**config.mk**
```make
export PLATFORM = sky130hd
export DESIGN_NAME = cqot_orient_lane
export DESIGN_NICKNAME = d
export VERILOG_FILES = /design/src/hw/rtl/convex_quad_overlap_test_core_assert.svh /design/src/hw/rtl/cqot_pkg.sv /design/src/hw/rtl/cqot_orient_lane.sv
export SDC_FILE = /design/constraint.sdc
export NUM_CORES = 2
export LEC_CHECK = 0
export BUFFER_PORTS_ARGS = -buffer_cell sky130_fd_sc_hd__buf_2
export CAP_MARGIN = 20
export CELL_PAD_IN_SITES_DETAIL_PLACEMENT = 0
export CELL_PAD_IN_SITES_GLOBAL_PLACEMENT = 1
export CORE_MARGIN = 3
export CORE_UTILIZATION = 52
export CTS_CLUSTER_SIZE = 20
export DETAILED_ROUTE_END_ITERATION = 6
export PLACE_DENSITY = 0.93
export SLEW_MARGIN = 20
export SYNTH_ARGS = -nofsm -noshare
export SYNTH_HDL_FRONTEND = slang
export SYNTH_SLANG_ARGS = --single-unit
```
**constraint.sdc**
```tcl
create_clock -name clock -period 7.8 [get_ports clock]
set_clock_uncertainty 0.2 [all_clocks]
set_input_delay 0.39 -clock clock [delete_from_list [all_inputs] [get_ports clock]]
set_output_delay 0.39 -clock clock [all_outputs]
set_load 0.01 [all_outputs]
```
**src/hw/rtl/convex_quad_overlap_test_core_assert.svh**
```systemverilog
// assertion macros shared by the convex quad overlap test rtl
`ifndef CONVEX_QUAD_OVERLAP_TEST_CORE_ASSERT_SVH
`define CONVEX_QUAD_OVERLAP_TEST_CORE_ASSERT_SVH

`ifndef ASSERT_OFF

// same-cycle implication
`define CQOT_ASSERT_IMP(label, clk, rst, ante, cons) \
   label: assert property (@(posedge clk) disable iff (rst) (ante) |-> (cons)) \
      else $error("cqot assertion failed");

// next-cycle implication
`define CQOT_ASSERT_NXT(label, clk, rst, ante, cons) \
   label: assert property (@(posedge clk) disable iff (rst) (ante) |=> (cons)) \
      else $error("cqot assertion failed");

`else

`define CQOT_ASSERT_IMP(label, clk, rst, ante, cons)
`define CQOT_ASSERT_NXT(label, clk, rst, ante, cons)

`endif

`endif

```
**src/hw/rtl/cqot_pkg.sv**
```systemverilog
// types, widths and helpers of the convex quad overlap test
package cqot_pkg;

   localparam int COORD_BITS = 16;
   // coordinate width actually used, clamped to the 16-bit half
   localparam int CW = (COORD_BITS > 16) ? 16 : ((COORD_BITS < 2) ? 2 : COORD_BITS);
   localparam int DW = CW + 1;        // difference of two coordinates
   localparam int PW = 2 * DW;        // one product
   localparam int OW = PW + 1;        // difference of two products
   localparam int THICK_W = 10;
   localparam int Y_W = 16;
   localparam int Y_SUM_W = Y_W + 2;
   localparam logic [THICK_W-1:0] ROAD_THICKNESS_RESET = THICK_W'(13);

   typedef struct packed {
      logic [31:0]          a_corner_0;
      logic [31:0]          a_corner_1;
      logic [31:0]          a_corner_2;
      logic [31:0]          a_corner_3;
      logic [31:0]          b_corner_0;
      logic [31:0]          b_corner_1;
      logic [31:0]          b_corner_2;
      logic [31:0]          b_corner_3;
      logic signed [Y_W-1:0] a_low_y;
      logic signed [Y_W-1:0] a_high_y;
      logic signed [Y_W-1:0] b_low_y;
      logic signed [Y_W-1:0] b_high_y;
   } req_payload_type;

   typedef struct packed {
      logic overlap;
      logic vertically_apart;
   } rsp_payload_type;

   typedef struct packed {
      logic signed [CW-1:0] x;
      logic signed [CW-1:0] z;
   } pt_type;

   typedef struct packed {
      logic signed [DW-1:0] x;
      logic signed [DW-1:0] z;
   } vec_type;

   typedef struct packed {
      logic pos;
      logic neg;
   } sign_type;

   // stage load enables, one per register stage
   typedef struct packed {
      logic load_s1;
      logic load_s2;
      logic load_s3;
      logic load_out;
   } pipe_ctl_type;

   function automatic pt_type unpack_corner(input logic [31:0] word);
      pt_type p;
      p.x = signed'(word[16 +: CW]);
      p.z = signed'(word[0 +: CW]);
      return p;
   endfunction

   function automatic vec_type sub_pt(input pt_type p1, input pt_type p0);
      vec_type v;
      v.x = DW'(p1.x) - DW'(p0.x);
      v.z = DW'(p1.z) - DW'(p0.z);
      return v;
   endfunction

endpackage

```
**src/hw/rtl/cqot_orient_lane.sv**
```systemverilog
// one orientation lane: two products, then the sign of their difference
module cqot_orient_lane import cqot_pkg::*; (
   input  logic          clock,
   input  pipe_ctl_type  ctl,
   input  vec_type       edge_vec,
   input  vec_type       rel_vec,
   output sign_type      side
);

   logic signed [PW-1:0] prod_xz_in, prod_xz_ff;
   logic signed [PW-1:0] prod_zx_in, prod_zx_ff;
   logic signed [OW-1:0] cross_v;
   sign_type             side_in, side_ff;

   assign prod_xz_in = PW'(edge_vec.x) * PW'(rel_vec.z);
   assign prod_zx_in = PW'(edge_vec.z) * PW'(rel_vec.x);

   always_ff @(posedge clock) begin
      if (ctl.load_s2) begin
         prod_xz_ff <= prod_xz_in;
         prod_zx_ff <= prod_zx_in;
      end
   end

   // exact cross product, strict sign only
   assign cross_v     = OW'(prod_xz_ff) - OW'(prod_zx_ff);
   assign side_in.neg = cross_v[OW-1];
   assign side_in.pos = !cross_v[OW-1] && (cross_v != '0);

   always_ff @(posedge clock) begin
      if (ctl.load_s3) begin
         side_ff <= side_in;
      end
   end

   assign side = side_ff;

endmodule

```
==> metrics.md <==
| Metric | Value |
|---|---|
| CP max stage cell | `o31ai_1` |
| Port Buffers | `just over 70` |
| CTS buffer count | `9` |
| FP Rows | `81` |
| First DRT Iteration DRCs | `approximately 940` |
| Layout cells sized above 1 | `0.0384` |
| Tcrit/Tclk final | `0.875` |
| Setup TNS | `0 ns` |
| Crit end category | `register` |
| Fin crit period | `around 7 ns` |
| Crit path top cell by count | `fa_1` |
| Max Cap Viol | `0` |
| Placer congestion estimate | `between 0.8 and 0.9` |
| Yosys top cell by area | `fa_1` |
| Worst Hold Class | `input port to register` |
| First-pass GRT wire length | `96.7 mm` |
| Post-route ant nets | `0` |
| DRC | `0` |
| Largest net degree at the start of global routing | `69` |
| WP data arrival | `between 6 and 7 ns` |
| # diodes | `0` |
| RSZ-0062 raised after global routing | `false` |
| Worst-path fanout max | `17` |
| Antenna violations before repair | `0` |
| DP HPWL | `about 47 mm` |
| Vias per cell | `roughly 5.3` |
| CTS clk-pin slew, worst paths | `0.05 ns` |
| Placeable Area | `around 50000 um2` |
| CTS tree | `built` |
| Top-area cell type share of the netlist area | `0.460` |
| Fmax | `about 150 MHz` |
| Gr usage total | `0.224` |
| Clock Sinks | `70` |
| Post-synthesis sequential area ratio | `0.0814` |
| Distinct cell type count after synthesis | `64` |
| Root Buffer | `clkbuf_16` |
| Final WL | `~55 mm` |
| Startpoint types | `input port` |
| Asr flop ratio synth | `0` |
| DR WL/cell | `around 16 um` |
| Final Max Tran Viols | `0` |
| Syn nets | `3634` |
| CTS max path bufs | `2` |
| EDFF count, synth | `70` |
| Warnings, synthesis | `0` |
| Total gr overflow | `0` |
| Hold Worst Slack | `approximately 0.065 ns` |
| CTS resizes | `0` |
| Starting Density | `0.527` |
| Post-Synthesis Cell Area | `approximately 26000 um2` |
| Status | `complete, no violations` |
| Drt pass-1 iters | `5` |
| Primary FF master, synth | `edfxtp_1` |
| CTS hold repair buffers | `0` |
| Die width | `229 um` |
| Ranking of synthesized cells by area | `fa_1 46%, ha_1 9.9%, inv_1 9.6%` |
| Setup bufs post-CTS | `0` |
| Worst slew pin tran | `roughly 0.9 ns` |
| Worst slew margin | `0.403` |
| Setup Crit Path Kind | `input port to register` |
| Cell chain of the critical path | `buf_2 -> nand2_1 -> fa_1 -> fa_1 -> inv_1 -> fa_1 -> inv_1 -> fa_1 -> inv_1 -> fa_1 -> inv_1 -> fa_1 -> inv_1 -> ha_1 -> and3_1 -> nand2_1 -> o31ai_1 -> a22oi_1 -> a221oi_2 -> nand2_1 -> o21ai_0 -> o21ai_0 -> xnor2_1` |
| Htree depth | `3` |
| Mapped Cells | `roughly 2800` |
| Required @ worst endpoint | `slightly below 8 ns` |
| Largest stage delay, worst path | `0.58 ns` |
| Final hold vios | `0` |
| Fin nets | `~3600` |
| Setup Viol. Count Final | `0` |
| Worst-Skew Late Latency | `approximately 0.34 ns` |
| Syn_area_per_cell | `approximately 9.3 um2` |
| Via count | `around 18000` |
| Die height | `roughly 230 um` |
| Die ar. | `52400 um2` |
| Yosys reg bits | `70` |
| Area growth syn-to-layout | `4.55%` |
| IO Pins | `75` |
| Vias in the first global route | `20400` |
Yosys cell counts, drive strengths merged, types with 9 or more instances:
library cell,n
nor2,75
clkbuf,87
nand2,314
and2,292
inv,661
nand2b,19
a31oi,16
nor3,16
o21ai,53
a21oi,83
o21bai,9
nand3,16
ha,204
o21a,13
xor2,19
nand4,10
edfxtp,70
fa,593
a21o,33
xnor2,67
and3,10
nor2b,11
worst max-delay path, delay by kind of cell:
kind,cells,cell delay (ns)
AND/OR/NAND/NOR,4,0.57
XOR/XNOR,1,0.14
buffers and inverters,6,0.59
adder cells (fa/ha/maj),7,3.39
AO/OA/AOI/OAI,5,1.61
cell usage in the layout, fill, tap and decap left out, types with 5 or more instances in the layout:
master / Yosys / layout
inv_1: 661 / 661
fa_1: 593 / 593
nand2_1: 314 / 314
and2_1: 292 / 292
ha_1: 204 / 204
a21oi_1: 82 / 82
nor2_1: 74 / 74
buf_2: 2 / 72
edfxtp_1: 70 / 70
xnor2_1: 67 / 67
o21ai_0: 49 / 49
a21o_1: 33 / 33
xor2_1: 19 / 19
nand2b_1: 19 / 19
nand3_1: 16 / 16
a31oi_1: 16 / 16
nor3_1: 16 / 16
o21a_1: 13 / 13
nor2b_1: 10 / 10
and3_1: 10 / 10
nand4_1: 10 / 10
o21bai_1: 9 / 9
clkbuf_16: 0 / 9
o2111ai_1: 7 / 7
or2_2: 7 / 7
a31o_2: 6 / 6
a211oi_1: 5 / 5
a311oi_1: 5 / 5
nor4b_1: 5 / 5
o31a_1: 5 / 5
cells by family after synthesis:
| group | Yosys count | share of synthesized area |
|---|---|---|
| DFF | 70 | 0.0814 |
| xor gates and xnor gates | 86 | 0.0292 |
| muxes | 5 | 0.00199 |
| AOI/OAI and AO/OA | 265 | 0.0656 |
| buffers and inverters | 751 | 0.109 |
| and+or+nand+nor | 790 | 0.154 |
| adders and majority gates | 797 | 0.559 |
worst paths after layout:
check	from	endpoint	slack [ns]	cells past startpoint
setup / recovery	rel_vec[3]	prod_xz_ff[29]	0.97	23
hold / removal	ctl[1]	side[1]	0.06	1
setup reg to reg	prod_xz_ff[25]	side[1]	3.51	11
hold reg to reg	prod_xz_ff[33]	side[0]	0.65	2
cell type report:
| cell class | instances | area [um2] |
|---|---|---|
| Fill cell | 4285 | 22000 |
| Multi-Input combinational cell | 1943 | 20900 |
| Inverter | 661 | 2480 |
| Sequential cell | 70 | 2100 |
| Tap cell | 664 | 831 |
| Timing Repair Buffer | 75 | 383 |
| Clock buffer | 10 | 229 |
| Clock inverter | 5 | 75.1 |
metrics by stage:
step | utilization | area [um2] | setup WS, ns | instances
3_5_place_dp | 0.545 | 26700 | 0.714 | 3413
5_1_grt | 0.551 | 27000 | 0.656 | 3428
3_3_place_gp | 0.545 | 26700 | 0.801 | 3413
6_report | 0.551 | 27000 | 0.974 | 3428
4_1_cts | 0.551 | 27000 | 1.05 | 3428
2_1_floorplan | - | 25800 | 1.36 | 2764
state kept, by name, indices dropped and copies added (netlist names):
| name | count |
|---|---|
| side | 2 |
| prod_xz_ff | 34 |
| prod_zx_ff | 34 |
routing by layer:
metal  vias up  wire length, um  share of wire  global-route usage
li1       8308                -              -                   -
met1      9409            23000           0.42               0.297
met2       391            28600           0.52               0.400
met3        76             2460          0.045              0.0279
met4         0              888          0.016              0.0398
met5         -                0              0                   0
Power is left out: the tool's default activity adds up to more than one toggle a clock period on the data nets, which glitch-free logic cannot reach.
