### src/hw/rtl/convex_quad_overlap_test_core_assert.svh
// assertion macros shared by the convex quad overlap test rtl
`ifndef CONVEX_QUAD_OVERLAP_TEST_CORE_ASSERT_SVH
`define CONVEX_QUAD_OVERLAP_TEST_CORE_ASSERT_SVH

`ifndef ASSERT_OFF

// same-cycle implication
`define CQOT_ASSERT_IMP(label, clk, rst, ante, cons) \
   label: assert property (@(posedge clk) disable iff (rst) (ante) |-> (cons)) \
      else $error("cqot assertion failed");

// next-cycle implication
`define CQOT_ASSERT_NXT(label, clk, rst, ante, cons) \
   label: assert property (@(posedge clk) disable iff (rst) (ante) |=> (cons)) \
      else $error("cqot assertion failed");

`else

`define CQOT_ASSERT_IMP(label, clk, rst, ante, cons)
`define CQOT_ASSERT_NXT(label, clk, rst, ante, cons)

`endif

`endif

### src/hw/rtl/cqot_pkg.sv
// types, widths and helpers of the convex quad overlap test
package cqot_pkg;

   localparam int COORD_BITS = 16;
   // coordinate width actually used, clamped to the 16-bit half
   localparam int CW = (COORD_BITS > 16) ? 16 : ((COORD_BITS < 2) ? 2 : COORD_BITS);
   localparam int DW = CW + 1;        // difference of two coordinates
   localparam int PW = 2 * DW;        // one product
   localparam int OW = PW + 1;        // difference of two products
   localparam int THICK_W = 10;
   localparam int Y_W = 16;
   localparam int Y_SUM_W = Y_W + 2;
   localparam logic [THICK_W-1:0] ROAD_THICKNESS_RESET = THICK_W'(13);

   typedef struct packed {
      logic [31:0]          a_corner_0;
      logic [31:0]          a_corner_1;
      logic [31:0]          a_corner_2;
      logic [31:0]          a_corner_3;
      logic [31:0]          b_corner_0;
      logic [31:0]          b_corner_1;
      logic [31:0]          b_corner_2;
      logic [31:0]          b_corner_3;
      logic signed [Y_W-1:0] a_low_y;
      logic signed [Y_W-1:0] a_high_y;
      logic signed [Y_W-1:0] b_low_y;
      logic signed [Y_W-1:0] b_high_y;
   } req_payload_type;

   typedef struct packed {
      logic overlap;
      logic vertically_apart;
   } rsp_payload_type;

   typedef struct packed {
      logic signed [CW-1:0] x;
      logic signed [CW-1:0] z;
   } pt_type;

   typedef struct packed {
      logic signed [DW-1:0] x;
      logic signed [DW-1:0] z;
   } vec_type;

   typedef struct packed {
      logic pos;
      logic neg;
   } sign_type;

   // stage load enables, one per register stage
   typedef struct packed {
      logic load_s1;
      logic load_s2;
      logic load_s3;
      logic load_out;
   } pipe_ctl_type;

   function automatic pt_type unpack_corner(input logic [31:0] word);
      pt_type p;
      p.x = signed'(word[16 +: CW]);
      p.z = signed'(word[0 +: CW]);
      return p;
   endfunction

   function automatic vec_type sub_pt(input pt_type p1, input pt_type p0);
      vec_type v;
      v.x = DW'(p1.x) - DW'(p0.x);
      v.z = DW'(p1.z) - DW'(p0.z);
      return v;
   endfunction

endpackage

### src/hw/rtl/cqot_diff.sv
// first stage: corner unpacking, edge and relative vectors, height test
module cqot_diff import cqot_pkg::*; (
   input  logic                  clock,
   input  pipe_ctl_type          ctl,
   input  req_payload_type       req,
   input  logic [THICK_W-1:0]    thickness,
   output vec_type [3:0]         a_edge,
   output vec_type [3:0]         b_edge,
   output vec_type [3:0][3:0]    a_rel,
   output vec_type [3:0][3:0]    b_rel,
   output logic                  apart
);

   pt_type [3:0]         a_pt;
   pt_type [3:0]         b_pt;
   vec_type [3:0]        a_edge_in, a_edge_ff;
   vec_type [3:0]        b_edge_in, b_edge_ff;
   vec_type [3:0][3:0]   a_rel_in, a_rel_ff;
   vec_type [3:0][3:0]   b_rel_in, b_rel_ff;
   logic                 apart_in, apart_ff;
   logic signed [Y_SUM_W-1:0] t_ext, a_top, b_top;

   always_comb begin
      a_pt[0] = unpack_corner(req.a_corner_0);
      a_pt[1] = unpack_corner(req.a_corner_1);
      a_pt[2] = unpack_corner(req.a_corner_2);
      a_pt[3] = unpack_corner(req.a_corner_3);
      b_pt[0] = unpack_corner(req.b_corner_0);
      b_pt[1] = unpack_corner(req.b_corner_1);
      b_pt[2] = unpack_corner(req.b_corner_2);
      b_pt[3] = unpack_corner(req.b_corner_3);
   end

   always_comb begin
      for (int i = 0; i < 4; i++) begin
         a_edge_in[i] = sub_pt(a_pt[2'(i + 1)], a_pt[i]);
         b_edge_in[i] = sub_pt(b_pt[2'(i + 1)], b_pt[i]);
         for (int k = 0; k < 4; k++) begin
            // a_rel: corner k of b seen from corner i of a, and the other way round
            a_rel_in[i][k] = sub_pt(b_pt[k], a_pt[i]);
            b_rel_in[i][k] = sub_pt(a_pt[k], b_pt[i]);
         end
      end
   end

   assign t_ext    = Y_SUM_W'(signed'({1'b0, thickness}));
   assign a_top    = Y_SUM_W'(req.a_high_y) + t_ext;
   assign b_top    = Y_SUM_W'(req.b_high_y) + t_ext;
   assign apart_in = (a_top < Y_SUM_W'(req.b_low_y)) || (b_top < Y_SUM_W'(req.a_low_y));

   always_ff @(posedge clock) begin
      if (ctl.load_s1) begin
         a_edge_ff <= a_edge_in;
         b_edge_ff <= b_edge_in;
         a_rel_ff  <= a_rel_in;
         b_rel_ff  <= b_rel_in;
         apart_ff  <= apart_in;
      end
   end

   assign a_edge = a_edge_ff;
   assign b_edge = b_edge_ff;
   assign a_rel  = a_rel_ff;
   assign b_rel  = b_rel_ff;
   assign apart  = apart_ff;

endmodule

### config.mk
export PLATFORM = sky130hd
export DESIGN_NAME = cqot_diff
export DESIGN_NICKNAME = d
export VERILOG_FILES = /design/src/hw/rtl/convex_quad_overlap_test_core_assert.svh /design/src/hw/rtl/cqot_pkg.sv /design/src/hw/rtl/cqot_diff.sv
export SDC_FILE = /design/constraint.sdc
export NUM_CORES = 2
export LEC_CHECK = 0
export ABC_AREA = 1
export BUFFER_PORTS_ARGS = -buffer_cell sky130_fd_sc_hd__buf_2
export CELL_PAD_IN_SITES_DETAIL_PLACEMENT = 1
export CELL_PAD_IN_SITES_GLOBAL_PLACEMENT = 2
export CORE_AREA = 8 8 654 656
export DETAILED_ROUTE_END_ITERATION = 7
export DIE_AREA = 0 0 662 664
export PLACE_DENSITY = 0.66
export SETUP_SLACK_MARGIN = 0.02
export SKIP_LAST_GASP = 1
export SYNTH_ARGS = -nofsm -noshare
export SYNTH_HDL_FRONTEND = slang
export SYNTH_SLANG_ARGS = --single-unit
### constraint.sdc
create_clock -name clock -period 3.8 [get_ports clock]
set_input_delay 0.95 -clock clock [delete_from_list [all_inputs] [get_ports clock]]
set_output_delay 0.95 -clock clock [all_outputs]
set_load 0.02 [all_outputs]
==> impl_metrics.py <==
metrics = {
    "global_routing": {
        "antenna_found_initial": 127,
        "overflow": 0,
        "grt.total_usage_pct": 29.1,
        "grt_pass1_vias": 97854,
        "grt_pass1_wl_mm": 873,
        "grt_max_degree": 90,
    },
    "drt": {
        "vias_per_cell": 4.86,
        "antenna_left": 0,
        "vias": 97993,
        "routed_wl_mm": 670,
        "drc": 0,
        "drt_iter0_markers": 9596,
        "dr.pass1.iters": 5,
        "wl_per_cell_um": 33.2,
    },
    "run_status": {
        "outcome": "completed",
    },
    "worst_setup_path": {
        "end_kind": "register",
        "crit_path_start_kind": "input pin",
        "path_max_fanout": 9,
        "worst_ep_arrival_time_ns": 3.49,
        "critPathLaunch": "req[113]",
        "cp.required_ns": 4.32,
        "path_class": "input pin to register",
        "crit_end": "b_rel[304]$_DFFE_PP_",
    },
    "clock_network": {
        "cts_tree": "done",
        "clkSlewWorstSetupHoldPaths_ns": 0.06,
        "cts-root-buf": "clkbuf_16",
        "h-tree-depth": 4,
        "hold_buffers": 0,
        "cts_setup_buffers": 0,
        "numCtsBuffers": 151,
        "cts_sinks": 1193,
        "cts_resized": 0,
        "clk_path_buf_depth": 4,
    },
    "finish": {
        "drive_above_1_share_pct": 20.4,
        "n_fill_cell": 50462,
        "final_common_cell": "nand2_1",
        "area_growth_pct": 24.4,
        "final_cell_mix": "3284 x nand2_1, 1643 x inv_1, 1555 x buf_2",
        "finalCoreUtilization_pct": 29.5,
        "final_area_um2": 123000,
        "nets": 16062,
    },
    "sta": {
        "finalHoldViolations": 0,
        "fin_crit_sh_pct": 78.2,
        "setup_tns_ns": 0,
        "min_period_ns": 2.97,
        "slew_headroom_pct": 33.3,
        "rsz0062_at_grt": "false",
        "fin_ws_ns": 0.829,
        "slew_violations": 0,
        "tightest_slew_ns": 1.00,
        "setup-violations-final": 0,
        "fmax_mhz": 337,
    },
    "floorplan": {
        "num_io_pins": 1696,
        "coreArea_um2": 418000,
        "die_y_um": 664,
        "start_util_pct": 23.7,
        "die_w_um": 662,
        "dieArea_um2": 440000,
        "rows": 238,
    },
    "placement": {
        "port_buffers": 1556,
        "gp_congestion": 1.02,
        "placedInstanceArea_um2": 118000,
        "pre_cts_ws_ns": 0.00586,
        "hpwl_mm": 580,
    },
    "synth": {
        "synth_area_um2": 99200,
        "ys_warn_count": 0,
        "synth_edf_count": 1193,
        "synth-async-reset-ratio_pct": 0,
        "synth_cell_types": 40,
        "netlist.area_leader.share_pct": 36.1,
        "synth_seq_cells": 1193,
        "syn_inst": 12178,
        "synth_flop_cell": "edfxtp_1",
        "synth_area_leaders": "edfxtp_1 36%, ha_1 15%, nand2_1 12%",
        "syn_avg_cell_area_um2": 8.14,
        "yosysTopAreaCell": "edfxtp_1",
        "seq_area_frac_synth_pct": 36.1,
    },
    "pwr": {
        "power.total_w": 0.0554,
        "p_leak_nw": 60.8,
        "swShare_pct": 42.6,
        "power.density_nw_per_um2": 449,
        "internal_power_w": 0.0318,
        "clkPwrFrac_pct": 27.2,
        "seqPwrFrac_pct": 34.2,
        "comb_power_share_pct": 38.6,
        "p_sw_w": 0.0236,
        "peakVddDrop_uv": 317,
    },
    "job": {
        "drv_cap": 0,
    },
    "min_path": {
        "hold_class": "input pin to register",
    },
}
## final cells by class
cell class / count / area, um^2 / area share [%]
multi-input cells: 9030 / 54700 / 44.4
repair buffers: 2421 / 14700 / 11.9
clock buffers: 180 / 3950 / 3.20
well taps: 5520 / 6910 / 5.60
diodes: 63 / 158 / 0.128
clock inverters: 86 / 955 / 0.774
flip-flops and latches: 1193 / 35800 / 29.0
inverters: 1652 / 6200 / 5.03
## kinds of logic (layout without fill, tap and decap cells)
group           after synthesis  in the layout  synth area share, %
xor+xnor                    689            689                 6.08
simple gates               4999           4999                 20.5
other cells                   1            199              0.00378
fa+ha+maj                  1278           1278                 16.7
compound gates             1928           1928                 11.4
buf+inv                    2090           4339                 9.20
flops                      1193           1193                 36.1
## critical path, stage by stage
cell and delay, ns:
buf_2 0.43, inv_1 0.51, ha_1 0.45, nand2_1 0.09, o21ai_2 0.26, nand2_1 0.10
nand2_1 0.22, nand2_1 0.12, nand3_1 0.10, nand2_1 0.20
## metal layers
metal	up-vias	share of wire, %	GRT usage, %
met2	4250	45	46.3
met5	-	0.019	0
li1	44160	-	-
met3	1224	6.7	5.06
met4	22	9.4	22.2
met1	48337	39	35.0
## cells in the mapped netlist (96+ instances only)
cell / count
inv_1: 1643
buf_4: 274
o21ai_1: 96
o21ai_0: 425
nor2_1: 897
o21bai_1: 125
a21oi_1: 913
ha_1: 1204
xor2_1: 605
edfxtp_1: 1193
nand2_1: 3284
nand3_1: 550
## power by group through the flow
stage | Combinational [W] | Clock, W | Sequential (W)
global route | 0.0225 | 0.0157 | 0.0190
global placement | 0.0212 | 0 | 0.0192
finish | 0.0214 | 0.0151 | 0.0190
floorplan | 0.00817 | 0 | 0.0207
detailed placement | 0.0211 | 0 | 0.0192
CTS | 0.0212 | 0.0154 | 0.0190
## how the worst min path moves through the flow
stage / start / to / cells past startpoint
final: ctl[3] / b_edge[117]$_DFFE_PP_ / 1
after global routing: ctl[3] / b_edge[117]$_DFFE_PP_ / 1
after CTS: ctl[3] / b_edge[103]$_DFFE_PP_ / 1
after detailed placement: ctl[3] / b_edge[117]$_DFFE_PP_ / 1
after global placement: ctl[3] / b_edge[103]$_DFFE_PP_ / 1
after floorplan: ctl[3] / a_edge[0]$_DFFE_PP_ / 0
## flip-flops by register name, summed over array words and instances, names as in the netlist
signal and cells:
b_rel 535, a_rel 521, a_edge 68, b_edge 68
apart 1
## stage by stage
stage          std cells  hold slack (ns)
3_3_place_gp       19816             1.39
2_1_floorplan      12313             1.06
6_report           20145            0.480
4_1_cts            20082            0.443
3_5_place_dp       19816             1.39
5_1_grt            20099            0.476
No activity file was read; power rests on OpenSTA's default activity.
